[src/hdl/ole_pkg.sv]
// Types and codes shared by the ordered list engine.
package ole_pkg;

  typedef enum logic [2:0] {
    OP_PUSH_FRONT = 3'd0,
    OP_PUSH_BACK  = 3'd1,
    OP_INS_AFTER  = 3'd2,
    OP_DEL_HEAD   = 3'd3,
    OP_DEL_TAIL   = 3'd4,
    OP_DEL_KEY    = 3'd5,
    OP_DUMP_FWD   = 3'd6,
    OP_DUMP_REV   = 3'd7
  } op_t;

  typedef enum logic [1:0] {
    ST_OK       = 2'd0,
    ST_EMPTY    = 2'd1,
    ST_NOTFOUND = 2'd2,
    ST_FULL     = 2'd3
  } status_t;

  typedef struct packed {
    logic [2:0]         mode;
    logic signed [31:0] value;
    logic signed [31:0] key;
  } cmd_t;

  typedef struct packed {
    logic [1:0]         status;
    logic signed [31:0] data;
    logic               last;
  } rsp_t;

  typedef enum logic [3:0] {
    S_IDLE,
    S_ALLOC,
    S_SRCH_RD,
    S_SRCH_CMP,
    S_INS_RD,
    S_INS_WR,
    S_DEL_RD,
    S_DEL_WR,
    S_DUMP_RD,
    S_DUMP_OUT,
    S_DONE
  } state_t;

endpackage

[src/hdl/ordered_list_engine.sv]
// Top level of the ordered list engine: sequencer around node pool and allocator.
// Accepts one command when start is high and busy low, then stays busy until its
// results are out. Pushes wait for the free node scan, key operations walk the
// list one node per read and compare state pair through the single read port of
// the node memory, and dumps emit one result per read and output state pair.
// Results appear with strobe high for one cycle each and cannot be held off.
module ordered_list_engine #(
  parameter int DEPTH = 32
) (
  input  logic          clk,
  input  logic          rst,
  input  logic          start,
  input  ole_pkg::cmd_t cmd,
  output logic          busy,
  output logic          strobe,
  output ole_pkg::rsp_t result
);
  import ole_pkg::*;

  localparam int AW = (DEPTH > 1) ? $clog2(DEPTH) : 1;
  localparam int CW = $clog2(DEPTH + 1);

  state_t state, state_next;
  op_t    op;
  logic signed [31:0] val_q, key_q;
  logic [AW-1:0] head, tail, cur, hit, newn;
  logic [CW-1:0] count, idx;
  logic [1:0]    st_q;

  logic               rd_en_unused;
  logic [AW-1:0]      rd_addr;
  logic signed [31:0] rd_value;
  logic [AW-1:0]      rd_next, rd_prev;
  logic               wv_en, wn_en, wp_en;
  logic [AW-1:0]      wv_a, wn_a, wn_d, wp_a, wp_d;

  logic          scan_start, scan_done, take, give;
  logic [AW-1:0] scan_node, give_node;

  assign rd_en_unused = 1'b0;

  ole_node_mem #(.DEPTH(DEPTH), .AW(AW)) u_mem (
    .clk(clk), .rd_addr(rd_addr), .rd_value(rd_value), .rd_next(rd_next),
    .rd_prev(rd_prev), .wr_val_en(wv_en), .wr_val_addr(wv_a), .wr_val(val_q),
    .wr_next_en(wn_en), .wr_next_addr(wn_a), .wr_next(wn_d),
    .wr_prev_en(wp_en), .wr_prev_addr(wp_a), .wr_prev(wp_d)
  );

  ole_free_alloc #(.DEPTH(DEPTH), .AW(AW)) u_alloc (
    .clk(clk), .rst(rst), .scan_start(scan_start), .scan_done(scan_done),
    .scan_node(scan_node), .take(take), .take_node(newn), .give(give),
    .give_node(give_node)
  );

  logic full, empty, is_tail_hit;
  assign full  = (count == CW'(DEPTH));
  assign empty = (count == '0);
  assign is_tail_hit = (hit == tail);
  assign rd_addr = cur;
  assign busy = (state != S_IDLE);

  // Sequence one command
  always_comb begin
    state_next = state;
    scan_start = 1'b0;
    case (state)
      S_IDLE: if (start) begin
        case (op_t'(cmd.mode))
          OP_PUSH_FRONT, OP_PUSH_BACK, OP_INS_AFTER: begin
            if (full) state_next = S_DONE;
            else if (op_t'(cmd.mode) == OP_INS_AFTER && !empty) state_next = S_SRCH_RD;
            else begin
              state_next = S_ALLOC;
              scan_start = 1'b1;
            end
          end
          OP_DEL_HEAD, OP_DEL_TAIL: state_next = empty ? S_DONE : S_DEL_RD;
          OP_DEL_KEY: state_next = empty ? S_DONE : S_SRCH_RD;
          default: state_next = empty ? S_DONE : S_DUMP_RD;
        endcase
      end
      S_SRCH_RD: state_next = S_SRCH_CMP;
      S_SRCH_CMP: begin
        if (rd_value == key_q) begin
          if (op == OP_INS_AFTER) begin
            state_next = S_ALLOC;
            scan_start = 1'b1;
          end else state_next = S_DEL_RD;
        end else if (idx + 1'b1 >= count) state_next = S_DONE;
        else state_next = S_SRCH_RD;
      end
      S_ALLOC: if (scan_done) begin
        state_next = (op == OP_INS_AFTER && !empty && !is_tail_hit) ? S_INS_RD : S_INS_WR;
      end
      S_INS_RD: state_next = S_INS_WR;
      S_INS_WR: state_next = S_DONE;
      S_DEL_RD: state_next = S_DEL_WR;
      S_DEL_WR: state_next = S_DONE;
      S_DUMP_RD: state_next = S_DUMP_OUT;
      S_DUMP_OUT: state_next = (idx + 1'b1 >= count) ? S_IDLE : S_DUMP_RD;
      S_DONE: state_next = S_IDLE;
      default: state_next = S_IDLE;
    endcase
  end

  // Node memory writes and free map updates
  logic ins_mid, ins_front, del_head, del_tail;
  assign ins_front = (op == OP_PUSH_FRONT);
  assign ins_mid   = (op == OP_INS_AFTER) && !empty && !is_tail_hit;
  assign del_head  = (op == OP_DEL_HEAD) || (op == OP_DEL_KEY && hit == head);
  assign del_tail  = (op == OP_DEL_TAIL) || (op == OP_DEL_KEY && hit == tail && !del_head);

  always_comb begin
    wv_en = 1'b0; wv_a = newn;
    wn_en = 1'b0; wn_a = newn; wn_d = head;
    wp_en = 1'b0; wp_a = newn; wp_d = tail;
    take = 1'b0; give = 1'b0; give_node = cur;
    if (state == S_INS_WR) begin
      wv_en = 1'b1;
      take  = 1'b1;
      if (ins_mid) begin
        // rd_next holds next of hit; link new node between hit and it
        wn_en = 1'b1; wn_a = hit; wn_d = newn;
        wp_en = 1'b1; wp_a = rd_next; wp_d = newn;
      end else if (!empty) begin
        if (ins_front) begin
          wn_en = 1'b1; wn_a = newn; wn_d = head;
          wp_en = 1'b1; wp_a = head; wp_d = newn;
        end else begin
          wp_en = 1'b1; wp_a = newn; wp_d = tail;
          wn_en = 1'b1; wn_a = tail; wn_d = newn;
        end
      end
    end else if (state == S_INS_RD) begin
      // write new node links; the neighbors follow in S_INS_WR
      wn_en = 1'b1; wn_a = newn; wn_d = rd_next;
      wp_en = 1'b1; wp_a = newn; wp_d = hit;
    end else if (state == S_DEL_WR) begin
      give = 1'b1;
      if (!del_head && !del_tail) begin
        wn_en = 1'b1; wn_a = rd_prev; wn_d = rd_next;
        wp_en = 1'b1; wp_a = rd_next; wp_d = rd_prev;
      end
    end
  end

  // Hold command, pointers and walk position, and register the results
  always_ff @(posedge clk) begin
    if (rst) begin
      state <= S_IDLE;
      head  <= '0;
      tail  <= '0;
      count <= '0;
      strobe <= 1'b0;
    end else begin
      state  <= state_next;
      strobe <= 1'b0;
      case (state)
        S_IDLE: if (start) begin
          op    <= op_t'(cmd.mode);
          val_q <= cmd.value;
          key_q <= cmd.key;
          idx   <= '0;
          cur   <= (op_t'(cmd.mode) == OP_DEL_TAIL || op_t'(cmd.mode) == OP_DUMP_REV)
                   ? tail : head;
          hit   <= (op_t'(cmd.mode) == OP_DEL_TAIL) ? tail : head;
          if (op_t'(cmd.mode) == OP_PUSH_FRONT || op_t'(cmd.mode) == OP_PUSH_BACK
              || op_t'(cmd.mode) == OP_INS_AFTER)
            st_q <= full ? ST_FULL : ST_OK;
          else st_q <= empty ? ST_EMPTY : ST_OK;
        end
        S_SRCH_CMP: begin
          if (rd_value == key_q) hit <= cur;
          else if (idx + 1'b1 >= count) st_q <= ST_NOTFOUND;
          else begin
            idx <= idx + 1'b1;
            cur <= rd_next;
          end
        end
        S_ALLOC: if (scan_done) begin
          newn <= scan_node;
          cur  <= hit;
        end
        S_INS_WR: begin
          count <= count + 1'b1;
          if (empty) begin
            head <= newn;
            tail <= newn;
          end else if (ins_mid) begin
          end else if (ins_front) head <= newn;
          else tail <= newn;
        end
        S_DEL_WR: begin
          if (count == CW'(1)) begin
            head <= '0;
            tail <= '0;
          end else if (del_head) head <= rd_next;
          else if (del_tail) tail <= rd_prev;
          count <= count - 1'b1;
        end
        S_DUMP_OUT: begin
          strobe <= 1'b1;
          result.status <= ST_OK;
          result.data   <= rd_value;
          result.last   <= (idx + 1'b1 >= count);
          idx <= idx + 1'b1;
          cur <= (op == OP_DUMP_FWD) ? rd_next : rd_prev;
        end
        S_DONE: begin
          strobe <= 1'b1;
          result.status <= st_q;
          result.data   <= '0;
          result.last   <= 1'b1;
        end
        default: begin
        end
      endcase
      if (state == S_SRCH_CMP && rd_value == key_q && op == OP_DEL_KEY) cur <= cur;
      if (rd_en_unused) cur <= cur;
    end
  end
endmodule

[src/hdl/ole_free_alloc.sv]
// Free node bitmap with a one-bit-per-cycle lowest free node scan.
module ole_free_alloc #(
  parameter int DEPTH = 32,
  parameter int AW = 5
) (
  input  logic          clk,
  input  logic          rst,
  input  logic          scan_start,
  output logic          scan_done,
  output logic [AW-1:0] scan_node,
  input  logic          take,
  input  logic [AW-1:0] take_node,
  input  logic          give,
  input  logic [AW-1:0] give_node
);
  logic [DEPTH-1:0] free_map;
  logic [AW-1:0]    ptr;
  logic             scanning;

  // Update the map on take and give; walk it one node per cycle until a free node is found or the last node is reached
  always_ff @(posedge clk) begin
    if (rst) begin
      free_map <= '1;
      scanning <= 1'b0;
      ptr      <= '0;
    end else begin
      if (take) free_map[take_node] <= 1'b0;
      if (give) free_map[give_node] <= 1'b1;
      if (scan_start) begin
        scanning <= 1'b1;
        ptr      <= '0;
      end else if (scanning) begin
        if (free_map[ptr]) scanning <= 1'b0;
        else if (ptr != AW'(DEPTH - 1)) ptr <= ptr + 1'b1;
        else scanning <= 1'b0;
      end
    end
  end

  assign scan_done = scanning && (free_map[ptr] || ptr == AW'(DEPTH - 1));
  assign scan_node = ptr;
endmodule

[src/hdl/ole_node_mem.sv]
// Node pool: value, next and prev link memories with registered reads.
module ole_node_mem #(
  parameter int DEPTH = 32,
  parameter int AW = 5
) (
  input  logic               clk,
  input  logic [AW-1:0]      rd_addr,
  output logic signed [31:0] rd_value,
  output logic [AW-1:0]      rd_next,
  output logic [AW-1:0]      rd_prev,
  input  logic               wr_val_en,
  input  logic [AW-1:0]      wr_val_addr,
  input  logic signed [31:0] wr_val,
  input  logic               wr_next_en,
  input  logic [AW-1:0]      wr_next_addr,
  input  logic [AW-1:0]      wr_next,
  input  logic               wr_prev_en,
  input  logic [AW-1:0]      wr_prev_addr,
  input  logic [AW-1:0]      wr_prev
);
  logic signed [31:0] val_mem [DEPTH];
  logic [AW-1:0]      next_mem [DEPTH];
  logic [AW-1:0]      prev_mem [DEPTH];

  // Write each memory at one port, read all three at one address
  always_ff @(posedge clk) begin
    if (wr_val_en) val_mem[wr_val_addr] <= wr_val;
    if (wr_next_en) next_mem[wr_next_addr] <= wr_next;
    if (wr_prev_en) prev_mem[wr_prev_addr] <= wr_prev;
    rd_value <= val_mem[rd_addr];
    rd_next  <= next_mem[rd_addr];
    rd_prev  <= prev_mem[rd_addr];
  end
endmodule
[config.mk]
export PLATFORM = sky130hd
export DESIGN_NAME = ordered_list_engine
export DESIGN_NICKNAME = d
export VERILOG_FILES = /design/src/hdl/ole_pkg.sv /design/src/hdl/ordered_list_engine.sv /design/src/hdl/ole_free_alloc.sv /design/src/hdl/ole_node_mem.sv
export SDC_FILE = /design/constraint.sdc
export NUM_CORES = 2
export LEC_CHECK = 0
export BUFFER_PORTS_ARGS = -buffer_cell sky130_fd_sc_hd__buf_2
export CAP_MARGIN = 20
export CELL_PAD_IN_SITES_DETAIL_PLACEMENT = 2
export CELL_PAD_IN_SITES_GLOBAL_PLACEMENT = 2
export CORE_UTILIZATION = 43
export DETAILED_ROUTE_END_ITERATION = 10
export PLACE_DENSITY_LB_ADDON = 0.2
export SLEW_MARGIN = 5
export SYNTH_ARGS = -nofsm -noshare
export SYNTH_HDL_FRONTEND = slang
export SYNTH_HIERARCHICAL = 1
export SYNTH_SLANG_ARGS = --single-unit
[constraint.sdc]
create_clock -name clk -period 4.2 [get_ports clk]
set_input_delay 0.42 -clock clk [delete_from_list [all_inputs] [get_ports clk]]
set_output_delay 0.42 -clock clk [all_outputs]
set_load 0.01 [all_outputs]
# After elaboration in Yosys (flattened, before gate mapping)
# Memory sizes are Yosys's and may differ from the RTL's. A register that Yosys moved wholly into a read port is not among the register bits.
# Cells that the tools add are included.
dict set report classes {
  addsub 4
  magnitude_cmp 6
  eq_ne 40
  muxes 112
  n_bitwise 6
  n_reduce_logical 48
}
# op count
set ops {}
lappend ops {{two-way mux 5 bit} 46}
lappend ops {{two-way mux 32 bit} 3}
lappend ops {{one-hot mux 35 bit (2 select lines)} 1}
lappend ops {{one-hot mux 4 bit (9 select lines)} 1}
lappend ops {{bitwise AND 32 bit} 1}
lappend ops {{equality test 32 bit} 1}
lappend ops {{two-way mux 4 bit} 8}
lappend ops {{NOT 32 bit} 1}
lappend ops {{OR 32 bit} 1}
lappend ops {{two-way mux 1 bit} 30}
lappend ops {{one-hot mux 5 bit (2 select lines)} 3}
lappend ops {{one-hot mux 5 bit (4 select lines)} 1}
lappend ops {{equality test 3 bit (second input constant)} 6}
lappend ops {{< comparator 5 x 6 -> 1 bit (second input constant)} 3}
lappend ops {{two-way mux 6 bit} 3}
lappend ops {{one-hot mux 6 bit (3 select lines)} 1}
lappend ops {{equality test 4 x 3 -> 1 bit (second input constant)} 4}
lappend ops {{AND reduction 5 bit} 3}
lappend ops {{two-way mux 2 bit} 7}
lappend ops {{adder 6 x 1 -> 6 bit (second input constant)} 2}
lappend ops {{equality test 3 x 2 -> 1 bit (second input constant)} 4}
lappend ops {{equality test 4 bit (second input constant)} 3}
lappend ops {{logical AND 1 bit} 12}
lappend ops {{!= test 2 bit (second input constant)} 6}
lappend ops {{other kinds (36)} 65}
dict set report word_totals {
  register_bits 184
  ramBits 1344
  inputBits 70
  memories 3
}
# memory depth width read_ports rd_clocked_by_memory_dff wr line
set memory_table {}
lappend memory_table {u_mem.val_mem 32 32 1 1 1 ole_node_mem.sv:21} ;# logic signed [31:0] val_mem [DEPTH];
lappend memory_table {u_mem.next_mem 32 5 1 1 1 ole_node_mem.sv:22} ;# logic [AW-1:0] next_mem [DEPTH];
lappend memory_table {u_mem.prev_mem 32 5 1 1 1 ole_node_mem.sv:23} ;# logic [AW-1:0] prev_mem [DEPTH];

# Depth between registers and ports, before layout
dict set report depth {
  depth_word 14
  depth_mapped 12
  mapped_depth_nobuf 11
}

# By module
# The synthesis kept the hierarchy.
# mod instances cells_per_inst area_each_um2 seq_area_each_um2
set by_module_without_submodules {}
lappend by_module_without_submodules {ole_node_mem 1 3045 53597.7 41199.5}
lappend by_module_without_submodules {ordered_list_engine 1 595 7219.4 4174.0}
lappend by_module_without_submodules {ole_free_alloc 1 224 1923.1 760.7}

# Worst setup path after synthesis
# No wires, ideal clock.
dict set report synth_timing {
  kind {register -> register}
  from {register state[0]}
  to {register key_q[0], enable pin}
  setup_time_ns 0.493
  arrival_ns 3.899
  required_ns 3.707
  path_slack_ns -0.192
  path_stages_with_launch 7
  n_path_buf 1
  period_less_slack_ns 4.392
  path_cell_list {dfxtp_1 clkbuf_1 inv_1 nand3_1 inv_1 nand2_1 nor2_1}
}
dict set report synth_via {
  elab_chain_cells 2
}
# element line
set synth_rtl {}
lappend synth_rtl {{start: declaration} ordered_list_engine.sv:23} ;# state_t state, state_next;
lappend synth_rtl {{start signal: assignment} ordered_list_engine.sv:156} ;# state <= state_next;
lappend synth_rtl {{zero test 4 bit} ordered_list_engine.sv:158} ;# case (state)
lappend synth_rtl {{AND reduction 3 bit (no line)} -}
lappend synth_rtl {{end signal: assignment} ordered_list_engine.sv:162} ;# key_q <= cmd.key;
lappend synth_rtl {{end: declaration} ordered_list_engine.sv:25} ;# logic signed [31:0] val_q, key_q;
# Every way passes these cells.
# A chain may end at the register's enable or synchronous reset.

# Final worst setup path
dict set report layout_timing {
  from {register head[3]}
  to {memory u_mem.next_mem[4][2], enable pin}
}
dict set report layout_via {
  elab_cells_between_ends 18
  cone_classes {1 x eq/ne; 10 x mux; 7 x reduce/logical}
}
# element line
set layout_rtl {}
lappend layout_rtl {{start: declaration} ordered_list_engine.sv:26} ;# logic [AW-1:0] head, tail, cur, hit, newn;
lappend layout_rtl {{start signal: assignment} ordered_list_engine.sv:187} ;# head <= newn;
lappend layout_rtl {{start signal: assignment} ordered_list_engine.sv:190} ;# end else if (ins_front) head <= newn;
lappend layout_rtl {{start signal: assignment} ordered_list_engine.sv:197} ;# end else if (del_head) head <= rd_next;
lappend layout_rtl {{equality test 5 bit *} ordered_list_engine.sv:110} ;# assign del_head = (op == OP_DEL_HEAD) || (op == OP_DEL_KEY && hit == head);
lappend layout_rtl {{logical AND 1 bit *} ordered_list_engine.sv:110}
lappend layout_rtl {{logical OR 1 bit *} ordered_list_engine.sv:110}
lappend layout_rtl {{zero test 1 bit *} {ordered_list_engine.sv:111, ordered_list_engine.sv:140}}
lappend layout_rtl {{logical AND 1 bit} ordered_list_engine.sv:111} ;# assign del_tail = (op == OP_DEL_TAIL) || (op == OP_DEL_KEY && hit == tail && !del_head);
lappend layout_rtl {{logical OR 1 bit} ordered_list_engine.sv:111}
lappend layout_rtl {{zero test 1 bit} ordered_list_engine.sv:140} ;# if (!del_head && !del_tail) begin
lappend layout_rtl {{logical AND 1 bit *} ordered_list_engine.sv:140}
lappend layout_rtl {{two-way mux 5 bit *} ordered_list_engine.sv:140}
lappend layout_rtl {{two-way mux 5 bit *} ordered_list_engine.sv:138} ;# end else if (state == S_DEL_WR) begin
lappend layout_rtl {{two-way mux 5 bit *} ordered_list_engine.sv:134} ;# end else if (state == S_INS_RD) begin
lappend layout_rtl {{two-way mux 5 bit *} ordered_list_engine.sv:118} ;# if (state == S_INS_WR) begin
lappend layout_rtl {{net wn_a[1]} ordered_list_engine.sv:35} ;# logic [AW-1:0] wv_a, wn_a, wn_d, wp_a, wp_d;
lappend layout_rtl {{end: declaration} ole_node_mem.sv:22}
# The timed path passes the listed nets; every way through them passes the cells marked *.

==> results by group <==
STA
  • Setup Viol. Count Final: 0
  • RSZ-0062 raised after global routing: no
  • Final Hold Fails: 0
  • Period minus WS final: 3.96 ns
  • Measured slew at the worst slew-check pin: about 1.3 ns
  • TNS Setup: 0 ns
  • Final Skew: 0.0400 ns
  • Max_slew headroom: 15.1%
  • Max-slew violation count: 0
  • Fmax: 0.253 GHz
  • Final period util: 94.2%

Logic synthesis
  • Synth top area share: 70.3%
  • Async S/R FF share, synth: 0%
  • Most common cell in the netlist: edfxtp_1
  • Unique masters post-synth: 78
  • Post-Syn Area: 62700 µm²
  • Post-Syn Instances: ~3.9k
  • YS warnings: 6
  • Area contributors post-synth: edfxtp_1 (70%), mux2i_1 (11%), dfxtp_1 (3.2%), a22oi_1 (1.7%), a21oi_1 (1.4%)
  • Post-synth EDFFs: 1469
  • Top post-synthesis cells by count: edfxtp_1 (1469), mux2i_1 (717), nand2_1 (198)
  • Sequential share of the synthesized area: 73.5%
  • Mapped Nets: between 3k and 4k
  • Top FF cell, synth: edfxtp_1
  • Post-synth top area cell: edfxtp_1
  • Syn_area_per_cell: 16.2 µm²
  • Yosys reg bits: 1570

Die
  • Height of the die: between 300 and 400 µm
  • Core area: 144000 µm²
  • Die X: 384 µm
  • Die area: 147000 µm²
  • # rows: around 140
  • IO Count: 107
  • Initial Util: between 40% and 50%

Clocking
  • Clk sink count: 1570
  • Clock-pin slew on the worst setup and hold paths: roughly 0.070 ns
  • Num CTS Buffers: 170
  • CTS tree: built
  • Max H-tree Level: 4
  • Root buf cell: clkbuf_16
  • Clock tree buffer depth: 3
  • Setup Buffers After CTS: 0
  • CTS resizes: 0
  • Cts hold-fix bufs: 67
  • Worst-Skew Late Latency: 0.81 ns

Worst hold path
  • Worst Hold Endpoint: state[0]$_SDFFE_PP0P_
  • WHS Path Cells: 3
  • Hold path start: start
  • HP Class: input pin to register

Placement
  • HPWL after DPL: 125000 µm
  • Port Buf Inserts: 106
  • Placed Instances: 5837
  • GPL Wtd Cong: about 0.86

Global route
  • First-pass GRT wire length: 300000 µm
  • Total grt overflow: 0
  • Total GRT Usage: between 20 and 30%
  • Vias in the first global route: 40.9k
  • Antenna violations before repair: 7
  • Largest net degree at the start of global routing: 66

Detailed routing
  • Wire per inst: around 34 µm
  • Via-per-instance ratio: 6.02
  • Starting DRT DRC Count: 3436
  • DR pass1 iterations: 6
  • DR vias: roughly 38k
  • # DRC: 0
  • Final wirelength: 212000 µm
  • Final ANT Viol Nets: 0

Power and ir drop
  • Pwr Density: about 600 nW/µm²
  • VDD IR-drop max: 0.000438 V
  • Leakage: 25.1 nW
  • Pwr Total: between 40 and 50 mW

Layout
  • # nets final: 4272
  • Layout cells sized above 1: between 10 and 15%
  • Synth-to-layout area growth: 16.1%
  • Fillcell total: 13.0k
  • Non-Filler Instances: slightly above 6k

Run
  • Max Cap Violations: 0

Setup path
  • Critical path launch point type: register
  • R2r startpoint: head[3]$_SDFFE_PP0P_
  • CP Capture Type: register
  • CP peak stage delay: 0.67 ns
  • R2r worst-path depth: 9
  • Slowest CP cell: or3b_2
  • WP data arrival: 4.40 ns
  • Crit path kind: register to register
  • RR Endpoint: u_mem/next_mem[4][2]$_DFFE_PP_
  • Worst EP required: 4.65 ns
  • Crit path cell chain: xor2_1 -> nor4_1 -> a32o_1 -> nor4_2 -> buf_4 -> o21ai_1 -> a221o_1 -> or3b_2 -> nor2_1
  • R2r setup slk: approximately 0.24 ns
  • Worst-path fanout max: 13

Run status
  • Run status: completed
-- worst max-delay path by stage --
stage / startpoint / endpoint / slack, ns
2_1_floorplan: state[0]$_SDFFE_PP0P_ / u_mem/val_mem[28][0]$_DFFE_PP_ / 0.28
3_3_place_gp: count[1]$_SDFFE_PP0N_ / u_mem/next_mem[11][2]$_DFFE_PP_ / 0.55
3_5_place_dp: state[3]$_SDFFE_PP0P_ / u_mem/prev_mem[19][3]$_DFFE_PP_ / 0.19
4_1_cts: state[3]$_SDFFE_PP0P_ / u_mem/prev_mem[7][0]$_DFFE_PP_ / 0.18
5_1_grt: count[1]$_SDFFE_PP0N_ / u_mem/next_mem[3][0]$_DFFE_PP_ / 0.13
6_report: head[3]$_SDFFE_PP0P_ / u_mem/next_mem[4][2]$_DFFE_PP_ / 0.24
-- cells in the final DEF (no fill, tap or decap), types with 7 or more instances in the layout --
cell type,Yosys,final
and2_1,8,7
ha_1,13,13
xor2_1,39,39
clkbuf_1,69,50
buf_12,1,27
nor2b_1,45,43
dlygate4sd3_1,0,67
bufinv_16,0,9
nor2_1,144,110
a22oi_1,142,137
a31oi_1,45,45
inv_1,13,13
nand2_1,198,197
nor4_1,10,10
nand2b_1,9,7
o21ai_0,47,47
a22o_1,84,84
nor2_4,1,35
buf_2,42,106
clkbuf_16,0,173
edfxtp_1,1469,1469
nor3_1,56,55
buf_16,0,14
or3b_2,10,10
a221o_1,20,20
nand3b_1,21,21
clkbuf_8,0,16
nor3b_1,11,10
dfxtp_1,101,101
nand3_1,150,150
clkinv_2,0,31
buf_4,37,144
a221oi_1,11,11
mux2i_1,717,717
or3_1,13,13
clkinv_1,1,22
a21oi_1,178,177
xnor2_1,12,12
-- area by class of cell --
type	count	area (µm²)	share of cell area [%]
sequential	1570	46100	63.3
clock buffer	239	4740	6.50
inverter	15	56.3	0.0773
timing repair buffer	361	3240	4.45
clock inverter	76	721	0.989
multi-input combinational	2071	15600	21.4
antenna	2	5.00	0.00687
tap	1903	2380	3.27
-- critical path, delay by kind of cell (launching register included) --
family                    cells  cell delay (ns)
xor gates and xnor gates      1             0.25
AOI/OAI and AO/OA             3             0.87
buffers and inverters         1             0.28
DFF                           1             0.55
and+or+nand+nor               4             1.61
-- registers in the layout, summed over array words and instances (netlist names), 3 cells and up --
name,cells
u_mem/val_mem,1024
u_mem/next_mem,160
u_mem/prev_mem,160
result,35
key_q,32
u_alloc/free_map,32
u_mem/rd_value,32
val_q,32
count,6
idx,6
cur,5
head,5
hit,5
newn,5
tail,5
u_alloc/scan_node,5
u_mem/rd_next,5
u_mem/rd_prev,5
state,4
op,3
-- cell families after synthesis --
kind of cell	after synthesis	share of synthesized area (%)
muxes	719	11.5
and+or+nand+nor	708	5.51
buffers and inverters	223	2.17
DFF	1570	73.5
AOI/OAI and AO/OA	580	6.33
xor gates and xnor gates	51	0.712
adders and majority gates	13	0.259
-- stage by stage --
| step | hold slack, ns | worst slack (ns) | instance area (µm²) | utilization (%) |
|---|---|---|---|---|
| floorplan | 0.436 | 0.281 | 62700 | - |
| global placement | 0.448 | 0.546 | 66300 | 46.0 |
| detailed placement | 0.469 | 0.193 | 66300 | 46.0 |
| CTS | 0.0541 | 0.183 | 72500 | 50.3 |
| global route | 0.114 | 0.129 | 72900 | 50.5 |
| finish | 0.110 | 0.243 | 72900 | 50.5 |
-- routing by layer --
layer	wire (µm)	up-vias	track usage, %
met4	5350	4	7.73
met3	11100	324	4.11
met5	34	-	0
li1	-	15800	-
met1	86900	20100	36.2
met2	109000	1315	50.3
-- where the power goes --
part | switching (mW) | internal (mW)
clock | 6.55 | 8.46
combinational | 6.43 | 3.43
sequential | 0.943 | 18.1
Power figures use the tool's default switching activity.
